==> src/design/ua_tcp_dfr_pkg.sv <==
// Shared types and constants for the transport chunk deframer.
// Used by the step logic and the top level; depends on nothing else.

package ua_tcp_dfr_pkg;

    localparam logic [31:0] HEADER_BYTES    = 32'd8;
    localparam logic [31:0] MAX_CHUNK_RESET = 32'd65536;

    typedef enum logic [2:0] {
        KIND_HEL = 3'd0,
        KIND_ACK = 3'd1,
        KIND_ERR = 3'd2,
        KIND_MSG = 3'd3,
        KIND_OPN = 3'd4,
        KIND_CLO = 3'd5,
        KIND_BAD = 3'd7
    } msg_kind_t;

    typedef enum logic [1:0] {
        FLAG_C   = 2'd0,
        FLAG_F   = 2'd1,
        FLAG_A   = 2'd2,
        FLAG_BAD = 2'd3
    } chunk_flag_t;

    typedef enum logic [1:0] {
        ERR_NONE      = 2'd0,
        ERR_BAD_TYPE  = 2'd1,
        ERR_TOO_LARGE = 2'd2,
        ERR_TOO_SMALL = 2'd3
    } dfr_error_t;

    typedef struct packed {
        logic [31:0] pos;
        logic [15:0] type_letters;
        msg_kind_t   kind;
        chunk_flag_t flag;
        logic [31:0] size;
        dfr_error_t  err;
    } dfr_state_t;

    typedef struct packed {
        logic [7:0]  byte_out;
        logic        in_header;
        logic [31:0] byte_offset;
        logic [2:0]  msg_kind;
        logic [1:0]  chunk_kind;
        logic        last_of_chunk;
        logic [1:0]  error_code;
    } dfr_result_t;

endpackage

==> src/design/ua_tcp_dfr_in_stage.sv <==
// Input register of the deframer: holds one accepted byte until the step logic takes it.
// Stand-alone; no package needed.

module ua_tcp_dfr_in_stage (
    input  logic       clk,
    input  logic       rst_n,
    input  logic       rx_valid,
    output logic       rx_ready,
    input  logic [7:0] rx_byte,
    input  logic       take,
    output logic       s1_valid,
    output logic [7:0] s1_byte
);

    logic       valid_reg;
    logic       valid_next;
    logic [7:0] byte_reg;

    // The stage can refill in the same cycle that its byte moves on.
    assign rx_ready   = !valid_reg || take;
    assign valid_next = (rx_valid && rx_ready) || (valid_reg && !take);

    always_ff @(posedge clk or negedge rst_n)
    begin
        if (!rst_n)
        begin
            valid_reg <= 1'b0;
        end
        else
        begin
            valid_reg <= valid_next;
        end
    end

    always_ff @(posedge clk)
    begin
        if (rx_valid && rx_ready)
        begin
            byte_reg <= rx_byte;
        end
    end

    assign s1_valid = valid_reg;
    assign s1_byte  = byte_reg;

endmodule

==> src/design/ua_tcp_dfr_step.sv <==
// Per-byte step logic: header capture, header checks, body counting and chunk end.
// Depends on ua_tcp_dfr_pkg.

module ua_tcp_dfr_step (
    input  ua_tcp_dfr_pkg::dfr_state_t  st,
    input  logic [7:0]                  rx_byte,
    input  logic [31:0]                 size_limit,
    output ua_tcp_dfr_pkg::dfr_state_t  st_next,
    output ua_tcp_dfr_pkg::dfr_result_t res
);

    localparam logic [7:0] CH_A = 8'h41;
    localparam logic [7:0] CH_C = 8'h43;
    localparam logic [7:0] CH_E = 8'h45;
    localparam logic [7:0] CH_F = 8'h46;
    localparam logic [7:0] CH_G = 8'h47;
    localparam logic [7:0] CH_H = 8'h48;
    localparam logic [7:0] CH_K = 8'h4B;
    localparam logic [7:0] CH_L = 8'h4C;
    localparam logic [7:0] CH_M = 8'h4D;
    localparam logic [7:0] CH_N = 8'h4E;
    localparam logic [7:0] CH_O = 8'h4F;
    localparam logic [7:0] CH_P = 8'h50;
    localparam logic [7:0] CH_R = 8'h52;
    localparam logic [7:0] CH_S = 8'h53;

    function automatic ua_tcp_dfr_pkg::msg_kind_t decode_kind(
        input logic [15:0] first_two,
        input logic [7:0]  third
    );
        ua_tcp_dfr_pkg::msg_kind_t k;
        k = ua_tcp_dfr_pkg::KIND_BAD;
        if (first_two == {CH_H, CH_E} && third == CH_L)
            k = ua_tcp_dfr_pkg::KIND_HEL;
        else if (first_two == {CH_A, CH_C} && third == CH_K)
            k = ua_tcp_dfr_pkg::KIND_ACK;
        else if (first_two == {CH_E, CH_R} && third == CH_R)
            k = ua_tcp_dfr_pkg::KIND_ERR;
        else if (first_two == {CH_M, CH_S} && third == CH_G)
            k = ua_tcp_dfr_pkg::KIND_MSG;
        else if (first_two == {CH_O, CH_P} && third == CH_N)
            k = ua_tcp_dfr_pkg::KIND_OPN;
        else if (first_two == {CH_C, CH_L} && third == CH_O)
            k = ua_tcp_dfr_pkg::KIND_CLO;
        return k;
    endfunction

    function automatic ua_tcp_dfr_pkg::chunk_flag_t decode_flag(input logic [7:0] b);
        ua_tcp_dfr_pkg::chunk_flag_t f;
        f = ua_tcp_dfr_pkg::FLAG_BAD;
        if (b == CH_C)
            f = ua_tcp_dfr_pkg::FLAG_C;
        else if (b == CH_F)
            f = ua_tcp_dfr_pkg::FLAG_F;
        else if (b == CH_A)
            f = ua_tcp_dfr_pkg::FLAG_A;
        return f;
    endfunction

    logic                         hdr;
    logic                         pos_ge2;
    logic                         pos_ge3;
    logic                         pos_ge7;
    logic                         pos_is7;
    logic [31:0]                  pos_inc;
    logic [15:0]                  letters_now;
    ua_tcp_dfr_pkg::msg_kind_t    kind_now;
    ua_tcp_dfr_pkg::chunk_flag_t  flag_now;
    logic [31:0]                  size_now;
    ua_tcp_dfr_pkg::dfr_error_t   hdr_err;
    logic                         last;

    assign hdr     = (st.pos[31:3] == 29'd0);
    assign pos_ge2 = !hdr || (st.pos[2:1] != 2'd0);
    assign pos_ge3 = !hdr || (st.pos[2:0] >= 3'd3);
    assign pos_is7 = (st.pos == (ua_tcp_dfr_pkg::HEADER_BYTES - 32'd1));
    assign pos_ge7 = !hdr || pos_is7;
    assign pos_inc = st.pos + 32'd1;

    always_comb
    begin
        letters_now = st.type_letters;
        kind_now    = st.kind;
        flag_now    = st.flag;
        size_now    = st.size;
        if (hdr)
        begin
            unique case (st.pos[2:0])
                3'd0: letters_now = {rx_byte, 8'd0};
                3'd1: letters_now = {st.type_letters[15:8], rx_byte};
                3'd2: kind_now = decode_kind(st.type_letters, rx_byte);
                3'd3:
                begin
                    flag_now = decode_flag(rx_byte);
                    size_now = 32'd0;
                end
                default: size_now = st.size | ({24'd0, rx_byte} << {st.pos[1:0], 3'b000});
            endcase
        end
    end

    // All header checks land on the last header byte, in priority order.
    always_comb
    begin
        if (kind_now == ua_tcp_dfr_pkg::KIND_BAD || flag_now == ua_tcp_dfr_pkg::FLAG_BAD ||
            (kind_now != ua_tcp_dfr_pkg::KIND_MSG && flag_now != ua_tcp_dfr_pkg::FLAG_F))
            hdr_err = ua_tcp_dfr_pkg::ERR_BAD_TYPE;
        else if (size_now > size_limit)
            hdr_err = ua_tcp_dfr_pkg::ERR_TOO_LARGE;
        else if (size_now < ua_tcp_dfr_pkg::HEADER_BYTES)
            hdr_err = ua_tcp_dfr_pkg::ERR_TOO_SMALL;
        else
            hdr_err = ua_tcp_dfr_pkg::ERR_NONE;
    end

    assign last = pos_ge7 && (pos_inc == size_now);

    always_comb
    begin
        st_next          = st;
        res.byte_out     = rx_byte;
        res.in_header    = 1'b0;
        res.byte_offset  = 32'd0;
        res.msg_kind     = 3'd0;
        res.chunk_kind   = 2'd0;
        res.last_of_chunk = 1'b0;
        res.error_code   = st.err;
        if (st.err == ua_tcp_dfr_pkg::ERR_NONE)
        begin
            st_next.type_letters = letters_now;
            st_next.kind         = kind_now;
            st_next.flag         = flag_now;
            st_next.size         = size_now;
            res.in_header        = hdr;
            res.byte_offset      = st.pos;
            if (pos_ge2 && kind_now != ua_tcp_dfr_pkg::KIND_BAD)
                res.msg_kind = kind_now;
            if (pos_ge3 && flag_now != ua_tcp_dfr_pkg::FLAG_BAD)
                res.chunk_kind = flag_now;
            if (pos_is7 && hdr_err != ua_tcp_dfr_pkg::ERR_NONE)
            begin
                // The position stays put; the state is frozen from here on.
                st_next.err    = hdr_err;
                res.error_code = hdr_err;
            end
            else
            begin
                res.last_of_chunk = last;
                st_next.pos       = last ? 32'd0 : pos_inc;
            end
        end
    end

endmodule

==> src/design/ua_tcp_chunk_deframer_core.sv <==
// Top level of the transport chunk deframer: input register, step logic, state and
// result register. Depends on ua_tcp_dfr_pkg, ua_tcp_dfr_in_stage and ua_tcp_dfr_step.
//
//  Channel   Handshake                Payload
//  rx        rx_valid / rx_ready      rx_byte
//  out       out_valid / out_ready    byte_out, in_header, byte_offset, msg_kind,
//                                     chunk_kind, last_of_chunk, error_code
//  cfg       cfg_we                   cfg_wdata (max_chunk_size)
//
// One byte per clock is sustained while out_ready stays high; each byte passes the input
// register and then the result register before its result is presented.
// The chunk state and result register advance together through one pass of step logic.
// Reset clears the chunk state and any error and loads max_chunk_size with 65536.
// An output stall holds the result register; the input register still takes a byte if it is empty.

module ua_tcp_chunk_deframer_core #(
    parameter logic [31:0] MAX_CHUNK_RESET = ua_tcp_dfr_pkg::MAX_CHUNK_RESET
) (
    input  logic        clk,
    input  logic        rst_n,
    input  logic        rx_valid,
    output logic        rx_ready,
    input  logic [7:0]  rx_byte,
    output logic        out_valid,
    input  logic        out_ready,
    output logic [7:0]  byte_out,
    output logic        in_header,
    output logic [31:0] byte_offset,
    output logic [2:0]  msg_kind,
    output logic [1:0]  chunk_kind,
    output logic        last_of_chunk,
    output logic [1:0]  error_code,
    input  logic        cfg_we,
    input  logic [31:0] cfg_wdata
);

    logic                        s1_valid;
    logic [7:0]                  s1_byte;
    logic                        advance;
    logic                        take;
    logic [31:0]                 size_limit_reg;
    ua_tcp_dfr_pkg::dfr_state_t  st_reg;
    ua_tcp_dfr_pkg::dfr_state_t  st_next;
    ua_tcp_dfr_pkg::dfr_result_t res_next;
    ua_tcp_dfr_pkg::dfr_result_t res_reg;
    logic                        out_valid_reg;

    assign advance = !out_valid_reg || out_ready;
    assign take    = s1_valid && advance;

    ua_tcp_dfr_in_stage u_in_stage (
        .clk      (clk),
        .rst_n    (rst_n),
        .rx_valid (rx_valid),
        .rx_ready (rx_ready),
        .rx_byte  (rx_byte),
        .take     (take),
        .s1_valid (s1_valid),
        .s1_byte  (s1_byte)
    );

    ua_tcp_dfr_step u_step (
        .st         (st_reg),
        .rx_byte    (s1_byte),
        .size_limit (size_limit_reg),
        .st_next    (st_next),
        .res        (res_next)
    );

    always_ff @(posedge clk or negedge rst_n)
    begin
        if (!rst_n)
        begin
            size_limit_reg <= MAX_CHUNK_RESET;
            st_reg         <= '0;
            out_valid_reg  <= 1'b0;
        end
        else
        begin
            if (cfg_we)
            begin
                size_limit_reg <= cfg_wdata;
            end
            if (take)
            begin
                st_reg        <= st_next;
                out_valid_reg <= 1'b1;
            end
            else if (out_ready)
            begin
                out_valid_reg <= 1'b0;
            end
        end
    end

    always_ff @(posedge clk)
    begin
        if (take)
        begin
            res_reg <= res_next;
        end
    end

    assign out_valid     = out_valid_reg;
    assign byte_out      = res_reg.byte_out;
    assign in_header     = res_reg.in_header;
    assign byte_offset   = res_reg.byte_offset;
    assign msg_kind      = res_reg.msg_kind;
    assign chunk_kind    = res_reg.chunk_kind;
    assign last_of_chunk = res_reg.last_of_chunk;
    assign error_code    = res_reg.error_code;

    // Once set, the error code never changes until reset.
    a_error_sticky: assert property (@(posedge clk) disable iff (!rst_n)
        st_reg.err != ua_tcp_dfr_pkg::ERR_NONE |=> st_reg.err == $past(st_reg.err))
        else $error("sticky error changed");

    // A chunk end is never reported together with an error.
    a_last_no_error: assert property (@(posedge clk) disable iff (!rst_n)
        out_valid && last_of_chunk |-> error_code == ua_tcp_dfr_pkg::ERR_NONE)
        else $error("chunk end reported with an error");

    // Header bytes always sit at the front of a chunk.
    a_header_offset: assert property (@(posedge clk) disable iff (!rst_n)
        out_valid && in_header |-> byte_offset < ua_tcp_dfr_pkg::HEADER_BYTES)
        else $error("header byte beyond header length");

    // The byte after a chunk end starts the next chunk at offset zero.
    a_restart: assert property (@(posedge clk) disable iff (!rst_n)
        take && res_next.last_of_chunk |=> st_reg.pos == 32'd0)
        else $error("position not cleared after chunk end");

    // An empty result register never holds back the input.
    a_no_idle_stall: assert property (@(posedge clk) disable iff (!rst_n)
        !out_valid |-> rx_ready)
        else $error("input stalled while output is empty");

endmodule

==> config.mk <==
export PLATFORM = sky130hd
export DESIGN_NAME = ua_tcp_chunk_deframer_core
export DESIGN_NICKNAME = d
export VERILOG_FILES = /design/src/design/ua_tcp_dfr_pkg.sv /design/src/design/ua_tcp_dfr_in_stage.sv /design/src/design/ua_tcp_dfr_step.sv /design/src/design/ua_tcp_chunk_deframer_core.sv
export SDC_FILE = /design/constraint.sdc
export NUM_CORES = 1
export LEC_CHECK = 0
export CORE_MARGIN = 1
export CORE_UTILIZATION = 58
export CTS_CLUSTER_DIAMETER = 50
export DETAILED_ROUTE_END_ITERATION = 8
export DONT_BUFFER_PORTS = 1
export GPL_ROUTABILITY_DRIVEN = 1
export PLACE_DENSITY = 0.8
export RECOVER_POWER = 50
export SLEW_MARGIN = 40
export SYNTH_ARGS = -nofsm -noshare
export SYNTH_HDL_FRONTEND = slang
export SYNTH_SLANG_ARGS = --single-unit
==> constraint.sdc <==
create_clock -name clk -period 4.54 [get_ports clk]
set_input_delay 0.227 -clock clk [delete_from_list [all_inputs] [get_ports clk]]
set_output_delay 0.227 -clock clk [all_outputs]
set_load 0.1 [all_outputs]
* Yosys cells after proc, flatten, opt, wreduce, memory -nomap -nowiden *
Cells that the tools add are included.

operators by class
  $add $sub $neg = 1
  muxes and demuxes = 24
  equality and inequality tests = 26
  reductions and logical operators = 41
  shifts and indexed selects = 1
  order comparisons = 3
  bitwise operators = 4

operators by type and width
  kind                     number
  $eq A16 B15 Y1 const B   6
  $eq A8 B7 Y1 const B     9
  $mux W32                 2
  $pmux W32 S2             1
  $add A32 B1 Y32 const B  1
  $eq A32 B3 Y1 const B    1
  $eq A32 B32 Y1           1
  $gt A32 B32 Y1           1
  $lt A32 B4 Y1 const B    1
  $or A32 B32 Y32          1
  $pmux W16 S2             1
  $shl A8 B5 Y32           1
  $logic_not A29 Y1        1
  $mux W3                  7
  $mux W2                  10
  $logic_and A1 B1 Y1      14
  $logic_or A1 B1 Y1       8
  $reduce_bool A2 Y1       4
  $eq A3 B2 Y1 const B     2
  $reduce_and A2 Y1        3
  $reduce_and A5 Y1        1
  $logic_not A1 Y1         4
  $reduce_and A4 Y1        1
  $eq A3 B1 Y1 const B     1
  other kinds (14)         18

word-level totals
  flip-flop bits (word level) = 178
  logic and storage cells = 118
  output and inout bits = 51
  bits of input ports = 45

* Depth between registers and ports, before layout *
Gate-level depths: netlist of run 1.

  depth in word-level cells = 18
  mapped depth = 24
  gate-level depth less buffers = 18

* Hierarchy *
A second synthesis of run 1 with hierarchy kept.

second synthesis, totals
  cells, all modules = 1124
  area, all modules = 11415.9 µm²

modules (own cells, without submodules)
  module                      area each (µm²)  cells each  sequential area each (µm²)  times used
  ua_tcp_chunk_deframer_core  6004.5           305         4475.5                      1
  ua_tcp_dfr_step             5117.4           807         0.0                         1
  ua_tcp_dfr_in_stage         294.0            12          265.3                       1

* Worst setup path after synthesis of run 1 *
Ideal clock, no wire load.

  path type = reg-to-reg
  from = register st_reg[55] (netlist bit)
  to = register st_reg[71] (netlist bit)
  slack = -0.436 ns
  stages on the path, launching flop included = 23
  clock period less this slack = 4.976 ns
  library setup time = 0.130 ns
  required time = 4.410 ns
  arrival = 4.846 ns
  cell sequence = dfrtp_1 clkbuf_1 inv_1 ha_1 nor3_1 o21ai_0 or3_1 buf_2 clkbuf_1 and2_1 ha_1 a21o_1 a21o_1 a211o_1 nand3b_1 a21oi_1 o21ai_0 a21oi_1 or3_1 buf_2 buf_6 o31ai_1 a21oi_1

between the ends
  cells in the longest elaborated chain, start to end = 12
  elaborated cells on any way between the ends = 35
  those cells by class = add/sub (1); order compare (2); eq/ne (9); shift (1); mux (10); bitwise (2); reduce/logical (10)

RTL lines
  element                                                     line                              text
  from (decl)                                                 ua_tcp_chunk_deframer_core.sv:42  ua_tcp_dfr_pkg::dfr_state_t st_reg;
  from (signal assigned)                                      ua_tcp_chunk_deframer_core.sv:86  st_reg <= st_next;
  $shl A8 B5 Y32 (tied with other cells)                      ua_tcp_dfr_step.sv:97             default: size_now = st.size | ({24'd0, rx_byte} << {st.pos[1:0], 3'b000});
  $or A32 B32 Y32 / $reduce_or A3 Y1 (equally long branches)  -
  $pmux W32 S2 (*)                                            ua_tcp_dfr_step.sv:88             unique case (st.pos[2:0])
  $mux W32 (*)                                                ua_tcp_dfr_step.sv:86             if (hdr)
  via u_step.size_now[17]                                     ua_tcp_dfr_step.sv:69             logic [31:0] size_now;
  $lt A32 B4 Y1                                               ua_tcp_dfr_step.sv:110            else if (size_now < ua_tcp_dfr_pkg::HEADER_BYTES)
  $mux W2                                                     ua_tcp_dfr_step.sv:110
  $mux W2                                                     ua_tcp_dfr_step.sv:108            else if (size_now > size_limit)
  $mux W2                                                     ua_tcp_dfr_step.sv:105            if (kind_now == ua_tcp_dfr_pkg::KIND_BAD || flag_now == ua_tcp_dfr_pkg::FLAG_BAD ||
  $reduce_bool A2 Y1                                          ua_tcp_dfr_step.sv:140            if (pos_is7 && hdr_err != ua_tcp_dfr_pkg::ERR_NONE)
  $logic_and A1 B1 Y1                                         ua_tcp_dfr_step.sv:140
  $not A1 Y1 (no line)                                        -
  $reduce_and A3 Y1 (no line)                                 -

The timed path passes the listed nets; every way through them passes the cells marked *.
A chain may end at the register's enable or synchronous reset.

* Final worst setup path of run 1 *
  from = register st_reg[70] (netlist bit)
  to = register st_reg[71] (netlist bit)

between the ends
  cells in the longest elaborated chain, start to end = 10
  elaborated cells on any way between the ends = 27
  those cells by class = add/sub (1); order compare (2); eq/ne (6); mux (7); bitwise (1); reduce/logical (10)

RTL lines
  element                      line                    text
  $logic_not A29 Y1 (*)        ua_tcp_dfr_step.sv:73   assign hdr = (st.pos[31:3] == 29'd0);
  $mux W32 (*)                 ua_tcp_dfr_step.sv:86
  via u_step.size_now[25]      ua_tcp_dfr_step.sv:69
  $lt A32 B4 Y1                ua_tcp_dfr_step.sv:110
  $mux W2                      ua_tcp_dfr_step.sv:110
  $mux W2                      ua_tcp_dfr_step.sv:108
  $mux W2                      ua_tcp_dfr_step.sv:105
  $reduce_bool A2 Y1           ua_tcp_dfr_step.sv:140
  $logic_and A1 B1 Y1          ua_tcp_dfr_step.sv:140
  $not A1 Y1 (no line)         -
  $reduce_and A3 Y1 (no line)  -

Marked as above.

==> reports/qor.txt, run 1 <==
Status = complete, but fails checks
Failing checks = capacitance limit, slew limit
Clock buffer depth = 2
Cell row count = 48
Seq cells post-synth = 178
Total track usage = 0.3350
Tcrit/Tclk final = 0.9981
Die X = 136.2 µm
Final WS setup = 0.008537 ns
Largest net degree at the start of global routing = 122
Port Buffers = 0
Gate Count Post-Synth = 1069
DRT iter0 DRCs = 992
Post-DRT Antenna Nets = 0
Post-DP HPWL = 21.27 mm
Setup Viol. Count Final = 0
Via count = 9009
CTS buffer count = 17
# DRC = 0
Final net count = 1272
Area of the core = 17420 µm²
First-pass DRT Iterations = 9
Post-Place Cells = 1345
Cell Pwr Density = 617.4 nW/µm²
Worst vdd ir = 0.0004656 V
Number of H-tree levels = 4
Critical path launch point type = flop
Fraction of layout cells with a size suffix above 1 = 0.1970
P&R area growth vs syn = 19.87%
RSZ-0062 raised after global routing = yes
Final Hold Viols = 0
Worst hold slack = 0.1313 ns
CTS tree = yes
Register area share after synthesis = 0.4540
Critical setup path kind = reg -> reg
Grt ovf = 0
Clock Latency Late Sink = 0.44 ns
M3 GR Usage = 0.07159
WP data arrival = 4.89 ns
Die height = 136.2 µm
Dpl ws = -0.1416 ns
Hold Path Class = in -> reg
Distinct cells, synth = 82
Max-slew violations = 122
Ant. Diodes = 0
Worst-path clk slew = 0.07 ns
Initial antenna violation count = 1
Synthesized area = 10440 µm²
Avg Inst Size Synth = 9.768 µm²
Worst slew margin = -1.050
Fmax = 220.7 MHz
DRT Wirelength = 30.19 mm
Layout Skew = 0.009061 ns
Minimum clock period = 4.531 ns
Commonest non-fill, non-tap cells in the layout = nand2_1 (137), dfrtp_1 (120), buf_4 (106)
Placer Congestion = 0.9878
Most Crowded Layer GR = met2
Critical R2R Launch = st_reg[70]$_DFFE_PN0P_
Finished Cell Area = 12520 µm²
Number of global-route vias before repair = 8756
DP Area = 11400 µm²
Die area = 18550 µm²
Setup crit start = st_reg[70]$_DFFE_PN0P_
Pleak = 5.344 nW
First-pass GRT wire length = 47.16 mm
Worst Min Path Start = cfg_we
DR WL/cell = 21.14 µm
Asr flop ratio synth = 0.6798
Req. time, crit path = 4.90 ns
Number of synthesized flops with an enable pin = 57
Final setup TNS = 0 ns
Critical Path Sink Type = flop
Most common cell after layout, fill and taps aside = nand2_1
Synth warn = 0
Initial core utilization = 0.5996
Syn Nets = 1151
Layout Cells excl Fill = 1428
Met2 global-route usage = 0.5327
Primary FF master, synth = dfrtp_1
Max cap viols = 1
Root Buffer = clkbuf_16
Number of flip-flops under the largest register name = 87
Tightest Pin Transition = 3.076 ns
Crit Path Max Fanout = 5
IO Count = 96
Clock sink count = 178
GRT met1 Usage = 0.4414
Vias per std cell = 6.309
## power breakdown
part | total, mW | leakage, nW | internal [mW] | switching (mW)
Sequential | 2.63 | 2.13 | 2.00 | 0.632
Combinational | 3.68 | 2.95 | 1.59 | 2.09
Clock | 1.42 | 0.270 | 0.725 | 0.697
Total | 7.73 | 5.34 | 4.31 | 3.42
## synth_stat cells, types with 21 or more instances
master      n  share of area
a21oi_1    33          0.016
and2_1     38          0.023
buf_2      24          0.012
clkbuf_1   36          0.013
dfrtp_1   120           0.29
edfxtp_1   57           0.16
ha_1       37          0.044
inv_1      46          0.017
mux2_2     21          0.023
nand2_1   139          0.050
nand4_1    26          0.016
nor2_1     60          0.022
nor3_1     39          0.019
o21ai_0    67          0.032
o31ai_1    26          0.019
xnor2_1    33          0.028
## final timing paths
| path | to | slack, ns | cells past startpoint |
|---|---|---|---|
| worst max-delay path | st_reg[71]$_DFFE_PN0P_ | 0.009 | 18 |
| min in group asynchronous | size_limit_reg[19]$_DFFE_PN0P_ | 1.33 | 2 |
| max in group asynchronous | st_reg[67]$_DFFE_PN0P_ | 1.42 | 2 |
| worst min register to register | st_reg[9]$_DFFE_PN0P_ | 0.49 | 2 |
| worst min-delay path | size_limit_reg[23]$_DFFE_PN0P_ | 0.13 | 3 |
| worst max register to register | st_reg[71]$_DFFE_PN0P_ | 0.009 | 18 |
## cell type report
cell class	instances	area (µm²)
Multi-Input combinational cell	774	5359
Fill cell	1263	4900
Sequential cell	178	4741
Timing Repair Buffer	173	1401
Clock buffer	17	425.4
Tap cell	225	281.5
Inverter	46	172.7
Clock inverter	15	136.4
## layer usage
metal  vias up  part of all wire
met5         -           0.00043
met4         2             0.036
met3        83             0.072
met2       453              0.48
met1      4340              0.41
li1       4131                 -
## metrics by stage
| stage | power [mW] | utilization |
|---|---|---|
| after floorplan | 4.710 | - |
| after global placement | 5.895 | 0.6511 |
| after detailed placement | 5.980 | 0.6546 |
| after CTS | 7.478 | 0.7152 |
| after global routing | 8.112 | 0.7187 |
| final | 7.728 | 0.7187 |
## what timing repair did
action / CTS / global route
gates resized for setup: 4 / 26
pin swaps: 0 / 18
hold endpoints to repair: 163 / 0
hold buffers: 45 / 0
buffers inserted: 0 / 4
gates cloned: 0 / 1
endpoints found under the setup margin: 30 / 31
## cells by family after synthesis
family / count (synthesis) / share of synthesized area
compound gates: 210 / 0.1350
xor+xnor: 49 / 0.04314
fa+ha+maj: 37 / 0.04433
buf+inv: 117 / 0.04805
simple gates: 444 / 0.2399
mux: 34 / 0.03559
flops: 178 / 0.4540
## critical path, stage by stage (launching register included)
cell      delay [ns]
dfrtp_1         0.39
nor4_2          0.28
buf_4           0.16
nand4_1         0.22
buf_6           0.23
nor3_4          0.30
nand3_2         0.17
a21oi_4         0.22
ha_4            0.22
a21oi_1         0.16
o21ai_0         0.12
a21o_1          0.20
a211oi_2        0.23
a21oi_2         0.08
o21ai_2         0.25
a21oi_2         0.11
or3_4           0.46
or4_1           0.53
a21oi_1         0.13
(Power assumes the default switching activity.)
==> run 2, diff against run 1 <==
Settings changed: CELL_PAD_IN_SITES_DETAIL_PLACEMENT set to 1, CELL_PAD_IN_SITES_GLOBAL_PLACEMENT set to 1, CORE_UTILIZATION 58 to 45.
==> reports/qor.txt, run 2 (synthesized netlist as in run 1, its figures left out) <==
RSZ-0062 raised after global routing = yes (unchanged)
Largest net degree at the start of global routing = 122 (unchanged)
DP Area = 11500 µm² (was 11400 µm²)
Tcrit/Tclk final = 0.9977 (was 0.9981)
CTS tree = yes (unchanged)
Root Buffer = clkbuf_16 (unchanged)
Post-DRT Antenna Nets = 0 (unchanged)
Final WS setup = 0.01052 ns (was 0.008537 ns)
Die X = 154.3 µm (was 136.2 µm)
CTS buffer count = 17 (unchanged)
IO Count = 96 (unchanged)
DRT Wirelength = 33.83 mm (was 30.19 mm)
FILL cells = 2497 (was 1263)
First-pass DRT Iterations = 5 (was 9)
Via count = 9146 (was 9009)
Minimum clock period = 4.529 ns (was 4.531 ns)
CP max-delay cell = or4_4 (was or4_1)
Initial antenna violation count = 0 (was 1)
Clock buffer depth = 2 (unchanged)
Number of global-route vias before repair = 9655 (was 8756)
Tightest Pin Transition = 3.227 ns (was 3.076 ns)
Finished Cell Area = 12780 µm² (was 12520 µm²)
Pleak = 5.447 nW (was 5.344 nW)
Total track usage = 0.2942 (was 0.3350)
Area of the core = 22710 µm² (was 17420 µm²)
Die area = 23820 µm² (was 18550 µm²)
Post-layout util = 0.5629 (was 0.7187)
Req. time, crit path = 4.92 ns (was 4.90 ns)
Cell Pwr Density = 628.1 nW/µm² (was 617.4 nW/µm²)
Dpl ws = -0.2178 ns (was -0.1416 ns)
First-pass GRT wire length = 53.72 mm (was 47.16 mm)
Worst-path clk slew = 0.07 ns (about the same)
Cell row count = 55 (was 48)
Most common cell after layout, fill and taps aside = nand2_1 (unchanged)
DR WL/cell = 22.51 µm (was 21.14 µm)
Reg2Reg Depth = 18 (unchanged)
Number of flip-flops under the largest register name = 87 (unchanged)
WP data arrival = 4.91 ns (was 4.89 ns)
M3 GR Usage = 0.03867 (was 0.07159)
Die height = 154.3 µm (was 136.2 µm)
Fraction of layout cells with a size suffix above 1 = 0.2151 (was 0.1970)
Crit-path cells = nor4_2, buf_4, nand4_1, buf_6, nor3_4, a31o_2, and2_1, ha_1, a21o_1, a21o_1, a211o_1, nand3b_1, a21oi_2, o21ai_2, a21oi_2, or3_4, or4_4, a21oi_2 (was nor4_2, buf_4, nand4_1, buf_6, nor3_4, nand3_2, a21oi_4, ha_4, a21oi_1, o21ai_0, a21o_1, a211oi_2, a21oi_2, o21ai_2, a21oi_2, or3_4, or4_1, a21oi_1)
Worst slew margin = -1.151 (was -1.050)
Most Crowded Layer GR = met2 (unchanged)
Fmax = 220.8 MHz (was 220.7 MHz)
Ant. Diodes = 0 (unchanged)
Max incr delay on CP = 0.55 ns (was 0.53 ns)
Vias per std cell = 6.085 (was 6.309)
Grt ovf = 0 (unchanged)
Layout Skew = 0.01269 ns (was 0.009061 ns)
GRT met1 Usage = 0.3813 (was 0.4414)
Critical setup path kind = reg -> reg (unchanged)
Initial core utilization = 0.4598 (was 0.5996)
Hold Path Class = in -> reg (unchanged)
Met2 global-route usage = 0.4916 (was 0.5327)
P&R area growth vs syn = 22.42% (was 19.87%)
Placer Congestion = 0.9058 (was 0.9878)
Commonest non-fill, non-tap cells in the layout = nand2_1 (137), buf_4 (123), dfrtp_1 (120) (was nand2_1 (137), dfrtp_1 (120), buf_4 (106))
FF-to-FF setup slack = 0.01 ns (was 0.009 ns)
Max cap viols = 1 (unchanged)
Clock Latency Late Sink = 0.45 ns (was 0.44 ns)
Crit Path Max Fanout = 7 (was 5)
Critical path launch point type = flop (unchanged)
Post-DP HPWL = 24.09 mm (was 21.27 mm)
Status = complete, but fails checks (unchanged)
Final net count = 1287 (was 1272)
Failing checks = capacitance limit, slew limit (unchanged)
Hold path cells = 3 (unchanged)
Number of H-tree levels = 4 (unchanged)
Port Buffers = 0 (unchanged)
Setup Viol. Count Final = 0 (unchanged)
Worst hold slack = 0.1249 ns (was 0.1313 ns)
Crit-path most repeated cell = a21oi_2
Final Hold Viols = 0 (unchanged)
Max-slew violations = 122 (unchanged)
Clock sink count = 178 (unchanged)
Worst vdd ir = 0.0002853 V (was 0.0004656 V)
DRT iter0 DRCs = 618 (was 992)
Final setup TNS = 0 ns (unchanged)
# DRC = 0 (unchanged)
Critical Path Sink Type = flop (unchanged)
==> run 2: cell count changes in the layout (fill, tap and decap cells not counted), moves of 2 or more <==
cell and change:
o31ai_2 +3, buf_4 +17, and2_4 +2, a21oi_2 +2, nor3_2 -2, o31ai_1 -3, clkinvlp_4 -2, nor3_4 +2
a21oi_1 -2, a41oi_2 +2, a41oi_1 -2
==> run 2: cell type report <==
| cell class | count | area, µm² | share of cell area |
|---|---|---|---|
| clock buffers | 18 | 439.2 | 0.03435 |
| multi-input cells | 774 | 5433 | 0.4250 |
| well taps | 285 | 356.6 | 0.02789 |
| repair buffers | 188 | 1500 | 0.1174 |
| flip-flops and latches | 178 | 4741 | 0.3709 |
| inverters | 46 | 172.7 | 0.01351 |
| clock inverters | 14 | 141.4 | 0.01106 |
==> run 2: path summary, 6_finish.rpt <==
| kind | start | endpoint |
|---|---|---|
| worst max-delay path | st_reg[70]$_DFFE_PN0P_ | st_reg[71]$_DFFE_PN0P_ |
| worst min-delay path | cfg_we | size_limit_reg[12]$_DFFE_PN0P_ |
| worst max register to register | st_reg[70]$_DFFE_PN0P_ | st_reg[71]$_DFFE_PN0P_ |
| worst min register to register | st_reg[14]$_DFFE_PN0P_ | st_reg[14]$_DFFE_PN0P_ |
| max in group asynchronous | rst_n | st_reg[57]$_DFFE_PN0P_ |
| min in group asynchronous | rst_n | size_limit_reg[6]$_DFFE_PN0P_ |
==> run 2: per-stage QoR <==
| stage | power (mW) | std cells |
|---|---|---|
| after floorplan | 4.710 | 1069 |
| after global placement | 5.989 | 1413 |
| after detailed placement | 6.113 | 1414 |
| after CTS | 7.769 | 1495 |
| after global routing | 8.443 | 1503 |
| final | 8.030 | 1503 |
==> run 2: repair_timing <==
action | 4_1_cts | 5_1_grt
endpoints found under the setup margin | 31 | 35
cloned | 0 | 0
hold buffers | 45 | 0
gates resized for setup | 9 | 38
pin swaps | 3 | 23
setup buffers | 4 | 6
endpoints found under the hold margin | 163 | 0
==> run 2: where the power goes <==
part	switching [mW]	leakage [nW]	total, mW	internal [mW]
combinational	2.19	3.04	3.90	1.71
clock	0.730	0.284	1.48	0.747
sequential	0.652	2.13	2.65	2.00
==> run 2: metal layers <==
layer  up-vias  routed length [µm]
met3        64                1589
met5         -                   0
met1      4657               14690
met4         0                1091
met2       292               16450
li1       4133                   -
==> run 2: critical path: cells and delay by family (launching register included) <==
family / cells / cell delay [ns]
compound gates: 8 / 1.44
fa+ha+maj: 1 / 0.27
buf+inv: 2 / 0.41
flops: 1 / 0.40
simple gates: 7 / 1.93
